--- config.mk ---
export PLATFORM = sky130hd
export DESIGN_NAME = barometric_trend_forecaster
export DESIGN_NICKNAME = d
export VERILOG_FILES = /design/src/rtl/btf_pkg.sv /design/src/rtl/btf_hist_ram.sv /design/src/rtl/btf_judge.sv /design/src/rtl/barometric_trend_forecaster.sv
export SDC_FILE = /design/constraint.sdc
export NUM_CORES = 2
export LEC_CHECK = 0
export BUFFER_PORTS_ARGS = -buffer_cell sky130_fd_sc_hd__buf_4
export CORE_MARGIN = 2
export CORE_UTILIZATION = 50
export DETAILED_ROUTE_END_ITERATION = 10
export PLACE_DENSITY_LB_ADDON = 0.2
export RECOVER_POWER = 50
export SYNTH_ARGS = -nofsm -noshare
export SYNTH_HDL_FRONTEND = slang
export SYNTH_SLANG_ARGS = --single-unit
--- constraint.sdc ---
create_clock -name clk -period 5.7 [get_ports clk]
set_clock_uncertainty 0.2 [all_clocks]
set_input_delay 0.855 -clock clk [delete_from_list [all_inputs] [get_ports clk]]
set_output_delay 0.855 -clock clk [all_outputs]
set_load 0.02 [all_outputs]
--- src/rtl/btf_pkg.sv ---
// Package of the barometric trend forecaster: field widths, trend codes,
// the window-close bundle and the forecast letter tables. No dependencies.
package btf_pkg;

  localparam int PRESS_W  = 17;
  localparam int SUM_W    = 23;
  localparam int LETTER_W = 5;
  localparam int THR_W    = 10;
  localparam int DIFF_W   = PRESS_W + 1;

  localparam logic [THR_W-1:0] THR_RESET = 10'd30;

  typedef logic signed [1:0] trend_t;

  localparam trend_t TREND_STEADY = 2'sb00;
  localparam trend_t TREND_RISE   = 2'sb01;
  localparam trend_t TREND_FALL   = 2'sb11;

  // What the pipeline knows about an item when it reaches the judge stage.
  typedef struct packed {
    logic               closed;
    logic               ge2;
    logic [PRESS_W-1:0] mean;
    logic [PRESS_W-1:0] oldest;
  } btf_close_t;

  // Forecast letter from the trend and the current sample; thresholds are
  // hPa times 100 and the first row the sample reaches wins.
  function automatic logic [LETTER_W-1:0] zletter(trend_t tr, logic [PRESS_W-1:0] p);
    logic [LETTER_W-1:0] res;
    res = '0;
    if (tr == TREND_FALL) begin
      if      (p >= 17'd105000) res = 5'd1;
      else if (p >= 17'd104000) res = 5'd2;
      else if (p >= 17'd102400) res = 5'd4;
      else if (p >= 17'd101800) res = 5'd8;
      else if (p >= 17'd101000) res = 5'd15;
      else if (p >= 17'd100400) res = 5'd18;
      else if (p >= 17'd99800)  res = 5'd21;
      else if (p >= 17'd99100)  res = 5'd22;
      else if (p >= 17'd98500)  res = 5'd24;
    end else if (tr == TREND_RISE) begin
      if      (p >= 17'd103000) res = 5'd1;
      else if (p >= 17'd102200) res = 5'd2;
      else if (p >= 17'd101200) res = 5'd3;
      else if (p >= 17'd100700) res = 5'd6;
      else if (p >= 17'd100000) res = 5'd7;
      else if (p >= 17'd99500)  res = 5'd9;
      else if (p >= 17'd99000)  res = 5'd10;
      else if (p >= 17'd98400)  res = 5'd12;
      else if (p >= 17'd97800)  res = 5'd13;
      else if (p >= 17'd97000)  res = 5'd26;
      else if (p >= 17'd96500)  res = 5'd20;
      else if (p >= 17'd95900)  res = 5'd25;
      else if (p >= 17'd94700)  res = 5'd26;
    end else begin
      if      (p >= 17'd103300) res = 5'd1;
      else if (p >= 17'd102300) res = 5'd2;
      else if (p >= 17'd101400) res = 5'd5;
      else if (p >= 17'd100800) res = 5'd11;
      else if (p >= 17'd100000) res = 5'd14;
      else if (p >= 17'd99400)  res = 5'd16;
      else if (p >= 17'd98900)  res = 5'd19;
      else if (p >= 17'd98100)  res = 5'd23;
      else if (p >= 17'd97400)  res = 5'd24;
      else if (p >= 17'd96000)  res = 5'd26;
    end
    return res;
  endfunction

endpackage

--- src/rtl/btf_hist_ram.sv ---
// Mean history memory: one write port and one read port with registered
// read data. Depends on nothing.
module btf_hist_ram #(
  parameter int DEPTH = 60,
  parameter int WIDTH = 17,
  parameter int AW    = 6
) (
  input  logic             clk,
  input  logic             we,
  input  logic [AW-1:0]    waddr,
  input  logic [WIDTH-1:0] wdata,
  input  logic             re,
  input  logic [AW-1:0]    raddr,
  output logic [WIDTH-1:0] rdata
);

  logic [WIDTH-1:0] mem [DEPTH];

  always_ff @(posedge clk) begin
    if (we) begin
      mem[waddr] <= wdata;
    end
  end

  // Read data holds until the next read, so a stalled reader keeps it.
  // A write to the entry being read in the same cycle is passed through.
  always_ff @(posedge clk) begin
    if (re) begin
      rdata <= (we && (waddr == raddr)) ? wdata : mem[raddr];
    end
  end

endmodule

--- src/rtl/btf_judge.sv ---
// Trend decision and forecast letter for the item in the last stage.
// Depends on btf_pkg for the trend codes, the close bundle and the letter tables.
module btf_judge
  import btf_pkg::*;
(
  input  btf_close_t          info,
  input  logic [THR_W-1:0]    threshold,
  input  trend_t              stored_trend,
  input  logic [PRESS_W-1:0]  pressure,
  output trend_t              trend,
  output logic [LETTER_W-1:0] letter
);

  logic signed [DIFF_W-1:0] diff;
  logic signed [DIFF_W-1:0] thr_pos;
  logic signed [DIFF_W-1:0] thr_neg;
  trend_t                   new_trend;

  always_comb begin
    diff    = $signed({1'b0, info.mean}) - $signed({1'b0, info.oldest});
    thr_pos = $signed({{(DIFF_W-THR_W){1'b0}}, threshold});
    thr_neg = -thr_pos;
    if (!info.ge2) begin
      new_trend = TREND_STEADY;
    end else if (diff > thr_pos) begin
      new_trend = TREND_RISE;
    end else if (diff < thr_neg) begin
      new_trend = TREND_FALL;
    end else begin
      new_trend = TREND_STEADY;
    end
    trend  = info.closed ? new_trend : stored_trend;
    letter = zletter(trend, pressure);
  end

endmodule

--- src/rtl/barometric_trend_forecaster.sv ---
// Top level of the barometric trend forecaster: window averaging pipeline,
// history pointers and output register. Uses btf_pkg, btf_hist_ram and btf_judge.
//
// The block takes one pressure sample (0.01 hPa) per request and returns one
// result per request: a forecast letter 1..26 (0 when below every threshold),
// the stored trend, a flag for a sample that closed an averaging window, and
// the latest window mean. It sustains one request per clock cycle unless m_tready
// stalls the output; a result passes stages A to E and then the output register,
// and that register lets new requests enter while a result still waits. The
// one-per-cycle figure is set by the running sum register, which is updated in
// the accept cycle itself. The window mean is worked out without a divider: a
// multiply by the reciprocal of the window length, a multiply back by the
// length, and one correction step, each in a stage of its own. Window means
// live in a history memory with registered read data; the oldest mean is read
// when a window-closing sample leaves the first stage and the new mean is
// written when it reaches the output register. The history pointers advance at
// the read, so a later window close never reads an entry still in flight,
// except with two-sample windows: there the third close may read the first
// entry in the very cycle the first close writes it, and the memory passes the
// written mean straight to its read data. The history needs no clearing after
// reset. The threshold register is written through its own write channel,
// which is always ready; write it only while the block is idle.
module barometric_trend_forecaster
  import btf_pkg::*;
#(
  parameter int SAMPLES_PER_WINDOW = 60,
  parameter int HISTORY_DEPTH      = 60
) (
  input  logic             clk,
  input  logic             rst,
  // Request: bits 16:0 pressure, bits 23:17 zero.
  input  logic             s_tvalid,
  output logic             s_tready,
  input  logic [23:0]      s_tdata,
  // Result: bits 4:0 forecast_letter, 6:5 trend, 23:7 window_mean.
  output logic             m_tvalid,
  input  logic             m_tready,
  output logic [23:0]      m_tdata,
  // Result flag: bit 0 window_closed.
  output logic [0:0]       m_tuser,
  // Threshold register write channel.
  input  logic             cfg_valid,
  output logic             cfg_ready,
  input  logic [THR_W-1:0] cfg_data
);

  localparam int CNT_W  = $clog2(SAMPLES_PER_WINDOW + 1);
  localparam int AW     = $clog2(HISTORY_DEPTH);
  localparam int FILL_W = $clog2(HISTORY_DEPTH + 1);
  localparam int PROD_W = 2 * SUM_W;
  localparam int QN_W   = SUM_W + CNT_W;

  // Reciprocal of the window length scaled by 2^SUM_W; the estimate it gives
  // is at most one below the true quotient for any sum below 2^SUM_W.
  localparam logic [SUM_W-1:0]  RECIP     = SUM_W'((64'd1 << SUM_W) / SAMPLES_PER_WINDOW);
  localparam logic [CNT_W-1:0]  N_CNT     = CNT_W'(SAMPLES_PER_WINDOW);
  localparam logic [SUM_W-1:0]  N_SUM     = SUM_W'(SAMPLES_PER_WINDOW);
  localparam logic [QN_W-1:0]   N_QN      = QN_W'(SAMPLES_PER_WINDOW);
  localparam logic [AW-1:0]     LAST_ADDR = AW'(HISTORY_DEPTH - 1);
  localparam logic [FILL_W-1:0] FILL_FULL = FILL_W'(HISTORY_DEPTH);
  localparam logic [FILL_W-1:0] FILL_TWO  = FILL_W'(2);

  // Configuration and window state.
  logic [THR_W-1:0]   threshold;
  logic [SUM_W-1:0]   running_sum;
  logic [CNT_W-1:0]   sample_count;
  logic [FILL_W-1:0]  history_fill;
  logic [AW-1:0]      history_write_index;
  trend_t             stored_trend;
  logic [PRESS_W-1:0] last_mean;

  // Pipeline stages A..E, then the output register.
  logic a_valid, b_valid, c_valid, d_valid, e_valid;
  logic a_free, b_free, c_free, d_free, e_free, out_free;

  logic [PRESS_W-1:0] a_p, b_p, c_p, d_p, e_p;
  logic               a_closed, b_closed, c_closed, d_closed, e_closed;
  logic [SUM_W-1:0]   a_sum, b_sum, c_sum, d_sum;
  logic [PROD_W-1:0]  b_prod;
  logic [SUM_W-1:0]   c_qest, d_qest;
  logic [QN_W-1:0]    d_qn;
  logic [AW-1:0]      b_waddr, c_waddr, d_waddr, e_waddr;
  logic               b_ge2, c_ge2, d_ge2, e_ge2;
  logic [PRESS_W-1:0] c_old, d_old, e_old;
  logic [PRESS_W-1:0] e_mean;

  logic               accept;
  logic [PRESS_W-1:0] pressure;
  logic               rd_issue;
  logic [AW-1:0]      rd_addr;
  logic [PRESS_W-1:0] rd_data;
  logic               wr_en;
  logic [SUM_W-1:0]   d_rem;
  logic [SUM_W-1:0]   d_mean_full;
  btf_close_t         e_info;
  trend_t             j_trend;
  logic [LETTER_W-1:0] j_letter;

  // Each stage takes a new item when it is empty or its item moves on.
  assign out_free = !m_tvalid || m_tready;
  assign e_free   = !e_valid  || out_free;
  assign d_free   = !d_valid  || e_free;
  assign c_free   = !c_valid  || d_free;
  assign b_free   = !b_valid  || c_free;
  assign a_free   = !a_valid  || b_free;

  assign s_tready  = a_free;
  assign accept    = s_tvalid && s_tready;
  assign pressure  = s_tdata[PRESS_W-1:0];
  assign cfg_ready = 1'b1;

  always_ff @(posedge clk) begin
    if (rst) begin
      threshold <= THR_RESET;
    end else if (cfg_valid && cfg_ready) begin
      threshold <= cfg_data;
    end
  end

  // Running sum: a sample either adds in, or closes the window and starts
  // the next sum. The old sum travels down the pipeline with the closing sample.
  always_ff @(posedge clk) begin
    if (rst) begin
      running_sum  <= '0;
      sample_count <= '0;
    end else if (accept) begin
      if (sample_count < N_CNT) begin
        running_sum  <= SUM_W'(running_sum + {{(SUM_W-PRESS_W){1'b0}}, pressure});
        sample_count <= CNT_W'(sample_count + 1'b1);
      end else begin
        running_sum  <= {{(SUM_W-PRESS_W){1'b0}}, pressure};
        sample_count <= CNT_W'(1);
      end
    end
  end

  always_ff @(posedge clk) begin
    if (rst) begin
      a_valid <= 1'b0;
    end else if (a_free) begin
      a_valid <= s_tvalid;
    end
  end

  always_ff @(posedge clk) begin
    if (a_free) begin
      a_p      <= pressure;
      a_closed <= !(sample_count < N_CNT);
      a_sum    <= running_sum;
    end
  end

  // History pointers move when the oldest mean is read. Until the history is
  // full the oldest entry is the first one; after that it is the entry about
  // to be overwritten.
  assign rd_issue = b_free && a_valid && a_closed;
  assign rd_addr  = (history_fill < FILL_FULL) ? '0 : history_write_index;

  always_ff @(posedge clk) begin
    if (rst) begin
      history_fill        <= '0;
      history_write_index <= '0;
    end else if (rd_issue) begin
      history_write_index <= (history_write_index == LAST_ADDR) ? '0
                             : AW'(history_write_index + 1'b1);
      if (history_fill < FILL_FULL) begin
        history_fill <= FILL_W'(history_fill + 1'b1);
      end
    end
  end

  // Stage B: reciprocal product.
  always_ff @(posedge clk) begin
    if (rst) begin
      b_valid <= 1'b0;
    end else if (b_free) begin
      b_valid <= a_valid;
    end
  end

  always_ff @(posedge clk) begin
    if (b_free) begin
      b_p      <= a_p;
      b_closed <= a_closed;
      b_sum    <= a_sum;
      b_prod   <= {{SUM_W{1'b0}}, a_sum} * {{SUM_W{1'b0}}, RECIP};
      b_waddr  <= history_write_index;
      b_ge2    <= (history_fill >= FILL_TWO);
    end
  end

  // Stage C: quotient estimate and the oldest mean from memory.
  always_ff @(posedge clk) begin
    if (rst) begin
      c_valid <= 1'b0;
    end else if (c_free) begin
      c_valid <= b_valid;
    end
  end

  always_ff @(posedge clk) begin
    if (c_free) begin
      c_p      <= b_p;
      c_closed <= b_closed;
      c_sum    <= b_sum;
      c_qest   <= b_prod[PROD_W-1:SUM_W];
      c_waddr  <= b_waddr;
      c_ge2    <= b_ge2;
      c_old    <= rd_data;
    end
  end

  // Stage D: estimate times window length.
  always_ff @(posedge clk) begin
    if (rst) begin
      d_valid <= 1'b0;
    end else if (d_free) begin
      d_valid <= c_valid;
    end
  end

  always_ff @(posedge clk) begin
    if (d_free) begin
      d_p      <= c_p;
      d_closed <= c_closed;
      d_sum    <= c_sum;
      d_qest   <= c_qest;
      d_qn     <= {{CNT_W{1'b0}}, c_qest} * N_QN;
      d_waddr  <= c_waddr;
      d_ge2    <= c_ge2;
      d_old    <= c_old;
    end
  end

  // The remainder of the estimate is below twice the window length, so one
  // compare and increment gives the floor of the mean.
  assign d_rem       = d_sum - d_qn[SUM_W-1:0];
  assign d_mean_full = SUM_W'(d_qest + {{(SUM_W-1){1'b0}}, (d_rem >= N_SUM)});

  // Stage E: finished mean.
  always_ff @(posedge clk) begin
    if (rst) begin
      e_valid <= 1'b0;
    end else if (e_free) begin
      e_valid <= d_valid;
    end
  end

  always_ff @(posedge clk) begin
    if (e_free) begin
      e_p      <= d_p;
      e_closed <= d_closed;
      e_mean   <= d_mean_full[PRESS_W-1:0];
      e_waddr  <= d_waddr;
      e_ge2    <= d_ge2;
      e_old    <= d_old;
    end
  end

  assign e_info = '{closed: e_closed, ge2: e_ge2, mean: e_mean, oldest: e_old};

  btf_judge u_judge (
    .info         (e_info),
    .threshold    (threshold),
    .stored_trend (stored_trend),
    .pressure     (e_p),
    .trend        (j_trend),
    .letter       (j_letter)
  );

  // A closing sample commits its trend, mean and history entry as it moves
  // into the output register.
  assign wr_en = e_valid && out_free && e_closed;

  always_ff @(posedge clk) begin
    if (rst) begin
      stored_trend <= TREND_STEADY;
      last_mean    <= '0;
    end else if (wr_en) begin
      stored_trend <= j_trend;
      last_mean    <= e_mean;
    end
  end

  btf_hist_ram #(
    .DEPTH (HISTORY_DEPTH),
    .WIDTH (PRESS_W),
    .AW    (AW)
  ) u_hist (
    .clk   (clk),
    .we    (wr_en),
    .waddr (e_waddr),
    .wdata (e_mean),
    .re    (rd_issue),
    .raddr (rd_addr),
    .rdata (rd_data)
  );

  always_ff @(posedge clk) begin
    if (rst) begin
      m_tvalid <= 1'b0;
    end else if (out_free) begin
      m_tvalid <= e_valid;
    end
  end

  always_ff @(posedge clk) begin
    if (out_free) begin
      m_tdata <= {(e_closed ? e_mean : last_mean), j_trend, j_letter};
      m_tuser <= e_closed;
    end
  end

endmodule

Word level (Yosys, flattened, before mapping)
Memory sizes are Yosys's and may differ from the RTL's. A register that Yosys moved wholly into a read port is not among the register bits.
Cells that the tools add are included.
{"block": "totals", "reg_bits": 475, "ramBits": 1020, "inputBits": 39, "output_inout_bits": 28, "wordCells": 160, "mem_count": 1}
{"name": "u_hist.mem", "depth": 60, "width": 17, "rd": 1, "rd_ports_with_merged_regs": 1, "write_ports": 1, "line_no": "btf_hist_ram.sv:17", "source": "logic [WIDTH-1:0] mem [DEPTH];"}
{"block": "classes", "addsub": 8, "n_mul": 2, "magnitude_cmp": 37, "n_eq_ne": 3, "muxes": 45, "reduce_logical": 19}
{"operator": ">= comparator 17 bit (second input constant)", "n": 31}
{"operator": "two-way mux 5 bit", "n": 34}
{"operator": "multiplier 23 x 17 -> 40 bit (second input constant)", "n": 1}
{"operator": "adder 23 x 17 -> 23 bit", "n": 1}
{"operator": ">= comparator 23 x 6 -> 1 bit (second input constant)", "n": 1}
{"operator": "two-way mux 23 bit", "n": 1}
{"operator": "subtractor 23 bit", "n": 1}
{"operator": "multiplier 18 x 4 -> 21 bit (second input constant)", "n": 1}
{"operator": "adder 6 x 1 -> 6 bit (second input constant)", "n": 3}
{"operator": "> comparator 18 x 11 -> 1 bit", "n": 1}
{"operator": "less-than comparator 18 bit", "n": 1}
{"operator": "two-way mux 6 bit", "n": 3}
{"operator": "negation 10 -> 18 bit", "n": 1}
{"operator": "subtractor 17 x 17 -> 18 bit", "n": 1}
{"operator": "adder 17 x 1 -> 17 bit", "n": 1}
{"operator": "two-way mux 17 bit", "n": 1}
{"operator": "less-than comparator 6 bit (second input constant)", "n": 2}
{"operator": "two-way mux 2 bit", "n": 4}
{"operator": "logical NOT 1 bit", "n": 7}
{"operator": "== test 6 bit (second input constant)", "n": 1}
{"operator": ">= comparator 6 x 2 -> 1 bit (second input constant)", "n": 1}
{"operator": "logical OR 1 bit", "n": 6}
{"operator": "logical AND 1 bit", "n": 5}
{"operator": "== test 2 x 1 -> 1 bit (second input constant)", "n": 1}
{"operator": "other kinds (3)", "n": 4}

Longest topological paths before layout
{"block": "depth", "depth_word": 16, "depth_mapped": 20, "mapped_depth_nobuf": 20}

Cells and area by module
From an unflattened synthesis, not the netlist that was laid out.
{"block": "hier_totals", "hier_cells": 3868, "hier_area_um2": 64637.0}
{"mod": "btf_hist_ram", "n_inst": 1, "cells_each": 1882, "area_each_um2": 40521.4, "seq_area_each_um2": 31139.9}
{"mod": "barometric_trend_forecaster", "n_inst": 1, "cells_each": 1521, "area_each_um2": 21071.5, "seq_area_each_um2": 12632.1}
{"mod": "btf_judge", "n_inst": 1, "cells_each": 465, "area_each_um2": 3044.2, "seq_area_each_um2": 0.0}

Worst setup path after synthesis
OpenSTA, ideal clock, no wires.
{"block": "synth_timing", "kind": "reg-to-reg", "from": "register a_sum[6]", "to": "register b_prod[40] (data pin)", "setup_ns": 0.262, "arrival_time_ns": 5.102, "t_required_ns": 5.238, "path_slack_ns": 0.136, "stages_incl_launch_ff": 21, "n_path_buf": 0, "period_less_slack_ns": 5.564, "path_cell_list": "edfxtp_1 ha_1 inv_1 fa_1 inv_1 fa_1 inv_1 fa_1 inv_1 ha_1 ha_1 a21o_1 a21oi_1 o21ai_0 a32oi_1 o21ai_1 o41ai_1 o21ai_0 o41ai_1 mux2i_1 nand3_1"}
{"block": "synth_via", "elab_chain_len": 1}
{"item": "start: declaration", "line_no": "barometric_trend_forecaster.sv:78", "source": "logic [SUM_W-1:0] a_sum, b_sum, c_sum, d_sum;"}
{"item": "start signal: assignment", "line_no": "barometric_trend_forecaster.sv:149", "source": "a_sum <= running_sum;"}
{"item": "multiplier 23 x 17 -> 40 bit", "line_no": "barometric_trend_forecaster.sv:186", "source": "b_prod <= {{SUM_W{1'b0}}, a_sum} * {{SUM_W{1'b0}}, RECIP};"}
{"item": "end signal: assignment", "line_no": "barometric_trend_forecaster.sv:186"}
{"item": "end: declaration", "line_no": "barometric_trend_forecaster.sv:79", "source": "logic [PROD_W-1:0] b_prod;"}
No other way between the ends.
A chain may end at the register's enable or synchronous reset.

Worst setup path in the final report
Same ends and word-level chain as after synthesis.

==> out/results.tsv <==
metric	value	unit
rrSetupSlack	240	ps
io-pin-count	67	
drtPass1Iterations	6	
ant_nets	0	
portBuffers	58	
crit_start	a_sum[6]	
fp.dieW	363.1	um
fin_nets	5226	
cp.required	6000	ps
clkLatencyLatePin	770	ps
drcViolationCount	0	
grt_max_degree	90	
cts_buffer_depth	3	
globalplace.congestion	0.8928	
crit_fanout	4	
routedWlPerCell	23.91	um
final_area	72100	sq um
grt.total_usage	24.03	%
multiInputGateArea	19470	sq um
cap_violations	26	
setup_viol	0	
crit_arrival	5760	ps
r2r-start	a_sum[6]	
async_flop_share	0	%
drive_above_1_share	8.995	%
clkTransAtPathRegs	60	ps
synth_warnings	0	
hold_buffers	0	
period_minus_slack	5456	ps
relSlewSlack	-160.2	%
maxSlewViolCount	1422	
dieArea	131900	sq um
htree_levels	4	
status	complete, but fails checks	
vias	39956	
dp_hpwl	97540	um
leakage	0.02587	uW
avgSynthCellArea	13.51	sq um
holdWs	120.6	ps
fmaxAchievable	183.3	MHz
die_h	363.1	um
pwr_density_cell	377.8	nW/um^2
register_area	43480	sq um
worstMarginPinSlew	3903	ps
synth_flop_cell	edfxtp_1	
synth_edf_count	1397	
hold_end	threshold[2]	
drt_iter0_markers	4144	
syn_inst	4774	
core	127800	sq um
antenna_found_initial	1	
syn_area	64490	sq um
clock-sinks	1473	
postLayoutCoreUtil	56.40	%
min_path_type	input pin to flip-flop	
ys_seq_area_share	67.41	%
start_kind	flip-flop	
syn_nets	5104	
min_path_cells	3	
cp-end-kind	flip-flop	
worstReg2RegEnd	b_prod[40]	
ys_seq_elements	1473	
cts_buffers	154	
via_per_inst	5.985	
rr_worst_depth	21	
synth_cell_types	84	
violations	max-capacitance violations, max-slew violations	
fin_crit_sh	95.71	%
post_dp_cell_area	67510	sq um
fill_cells	10235	
grt_pass1_vias	38471	
worstHoldStart	cfg_data[2]	
cts_root_buf	clkbuf_16	
grt_pass1_wl	239300	um
diodes	0	
start_util	50.44	%
critPathKind	flip-flop to flip-flop	
hold_viol	0	
wirelength	159600	um
cts_tree	yes	
std_cell_rows	131	
syn_to_final_growth	11.80	%
overflow	0	
ir_worst_vdd	494.9	uV
==> metal layers <==
metal  part of all wire (%)  GRT usage [%]
met1                     42          33.88
met2                     47          38.32
met3                    7.6          3.966
met4                    3.0          7.680
met5                      0              0
==> how the worst max path moves through the flow <==
stage                  to  slack (ps)  depth (start not counted)
6_report       b_prod[40]         240                         21
4_1_cts        b_prod[40]           1                         22
3_3_place_gp   b_prod[40]        -100                         22
5_1_grt        b_prod[40]         -20                         22
2_1_floorplan  b_prod[40]         140                         20
3_5_place_dp   b_prod[40]        -110                         22
==> cell families after synthesis <==
| group | share of synthesized area, % |
|---|---|
| DFF | 67.41 |
| AOI/OAI and AO/OA | 10.28 |
| other | 0.005815 |
| xor gates and xnor gates | 1.385 |
| buffers and inverters | 2.608 |
| and+or+nand+nor | 9.866 |
| adders and majority gates | 6.437 |
| muxes | 2.008 |
==> stage by stage <==
step	setup TNS, ps	total power, uW	cells	worst slack [ps]
after global placement	-145.7	17850	6397	-97.83
after CTS	0	27340	6673	0.9921
after floorplan	0	16430	4774	135.8
after detailed placement	-170.8	17930	6397	-107.5
final	0	27240	6676	244.4
after global routing	-30.50	28420	6676	-20.74
==> registers in the layout (all words and copies together), names as in the netlist, 16 cells and up <==
name and cells:
running_sum 23, d_qest 16, d_qn 21, m_tdata 24
u_hist.mem 1020, e_mean 17, c_qest 18, a_sum 23
e_old 17, c_sum 21, d_old 17, last_mean 17
u_hist.rdata 17, b_prod 18, b_sum 21, c_old 17
d_sum 21
==> critical path: stages (launching register included) <==
cell and delay [ps]:
edfxtp_1 430, clkbuf_1 180, ha_1 330, fa_1 510, inv_1 50, fa_1 460
fa_1 510, inv_1 40, ha_1 290, ha_1 310, inv_1 90, nor2_1 80
and2_1 170, a22oi_2 250, o21ai_2 130, o41ai_2 290, buf_4 160, o21ai_2 90
o41ai_2 210, buf_4 170, mux2i_1 180, nand3_1 80
==> where the power goes <==
group	internal (uW)	total, uW	switching [uW]	leakage, uW
registers	12900	13200	274	0.0141
logic	1690	4580	2890	0.00950
clock network	5420	9430	4020	0.00226
==> layout make-up <==
| class | instances | area share, % |
|---|---|---|
| Tap cell | 1662 | 2.884 |
| Timing Repair Buffer | 230 | 2.383 |
| Clock buffer | 222 | 5.916 |
| Sequential cell | 1473 | 60.30 |
| Clock inverter | 52 | 0.6022 |
| Inverter | 175 | 0.9163 |
| Multi-Input combinational cell | 2862 | 27.00 |
==> cell usage in the layout, fill, tap and decap left out, types with 89 or more instances in the layout <==
master        n
edfxtp_1   1397
nand2_1     719
ha_1        222
nor2_1      208
nand3_1     200
inv_1       173
a21oi_1     170
buf_4       167
clkbuf_16   159
a311oi_1    113
o21ai_0     112
clkbuf_1    107
and3_1       89
==> cell usage after synthesis (8+ instances only) <==
cell	n	area, sq um
edfxtp_1	1397	41950
nand2_1	724	2718
ha_1	223	2790
nor2_1	218	818.3
clkbuf_1	207	777.0
nand3_1	201	1006
inv_1	174	653.1
a21oi_1	171	855.8
o21ai_0	115	575.6
a311oi_1	113	989.7
and3_1	89	556.8
dfxtp_1	76	1521
o221ai_1	75	656.9
mux2i_1	72	720.7
xnor2_1	71	621.9
fa_1	68	1361
a31oi_1	63	394.1
nor3_1	61	305.3
a211oi_1	55	412.9
o211ai_1	49	367.9
o22ai_1	46	287.8
a21o_1	34	255.2
buf_1	32	120.1
xor2_1	31	271.5
o32a_1	28	280.3
nand4_1	25	156.4
buf_2	24	120.1
nor2b_1	21	131.4
o21a_1	21	157.7
a311o_1	20	200.2
o311ai_0	20	175.2
nand2b_1	18	112.6
o31ai_1	18	135.1
or3_1	18	112.6
and2_1	17	106.4
mux2_2	17	191.4
mux4_2	17	382.9
a221oi_1	11	96.34
o311a_1	11	110.1
o21bai_1	9	67.56
nand3b_1	8	60.06
nor4_1	8	50.05
==> repair_timing <==
item                       4_1_cts  5_1_grt
buffers inserted                 2        3
pin swaps                        3        8
gates resized for setup          6        6
setup endpoints to repair        2        3
Note: power is estimated with default switching activity, not from simulation.
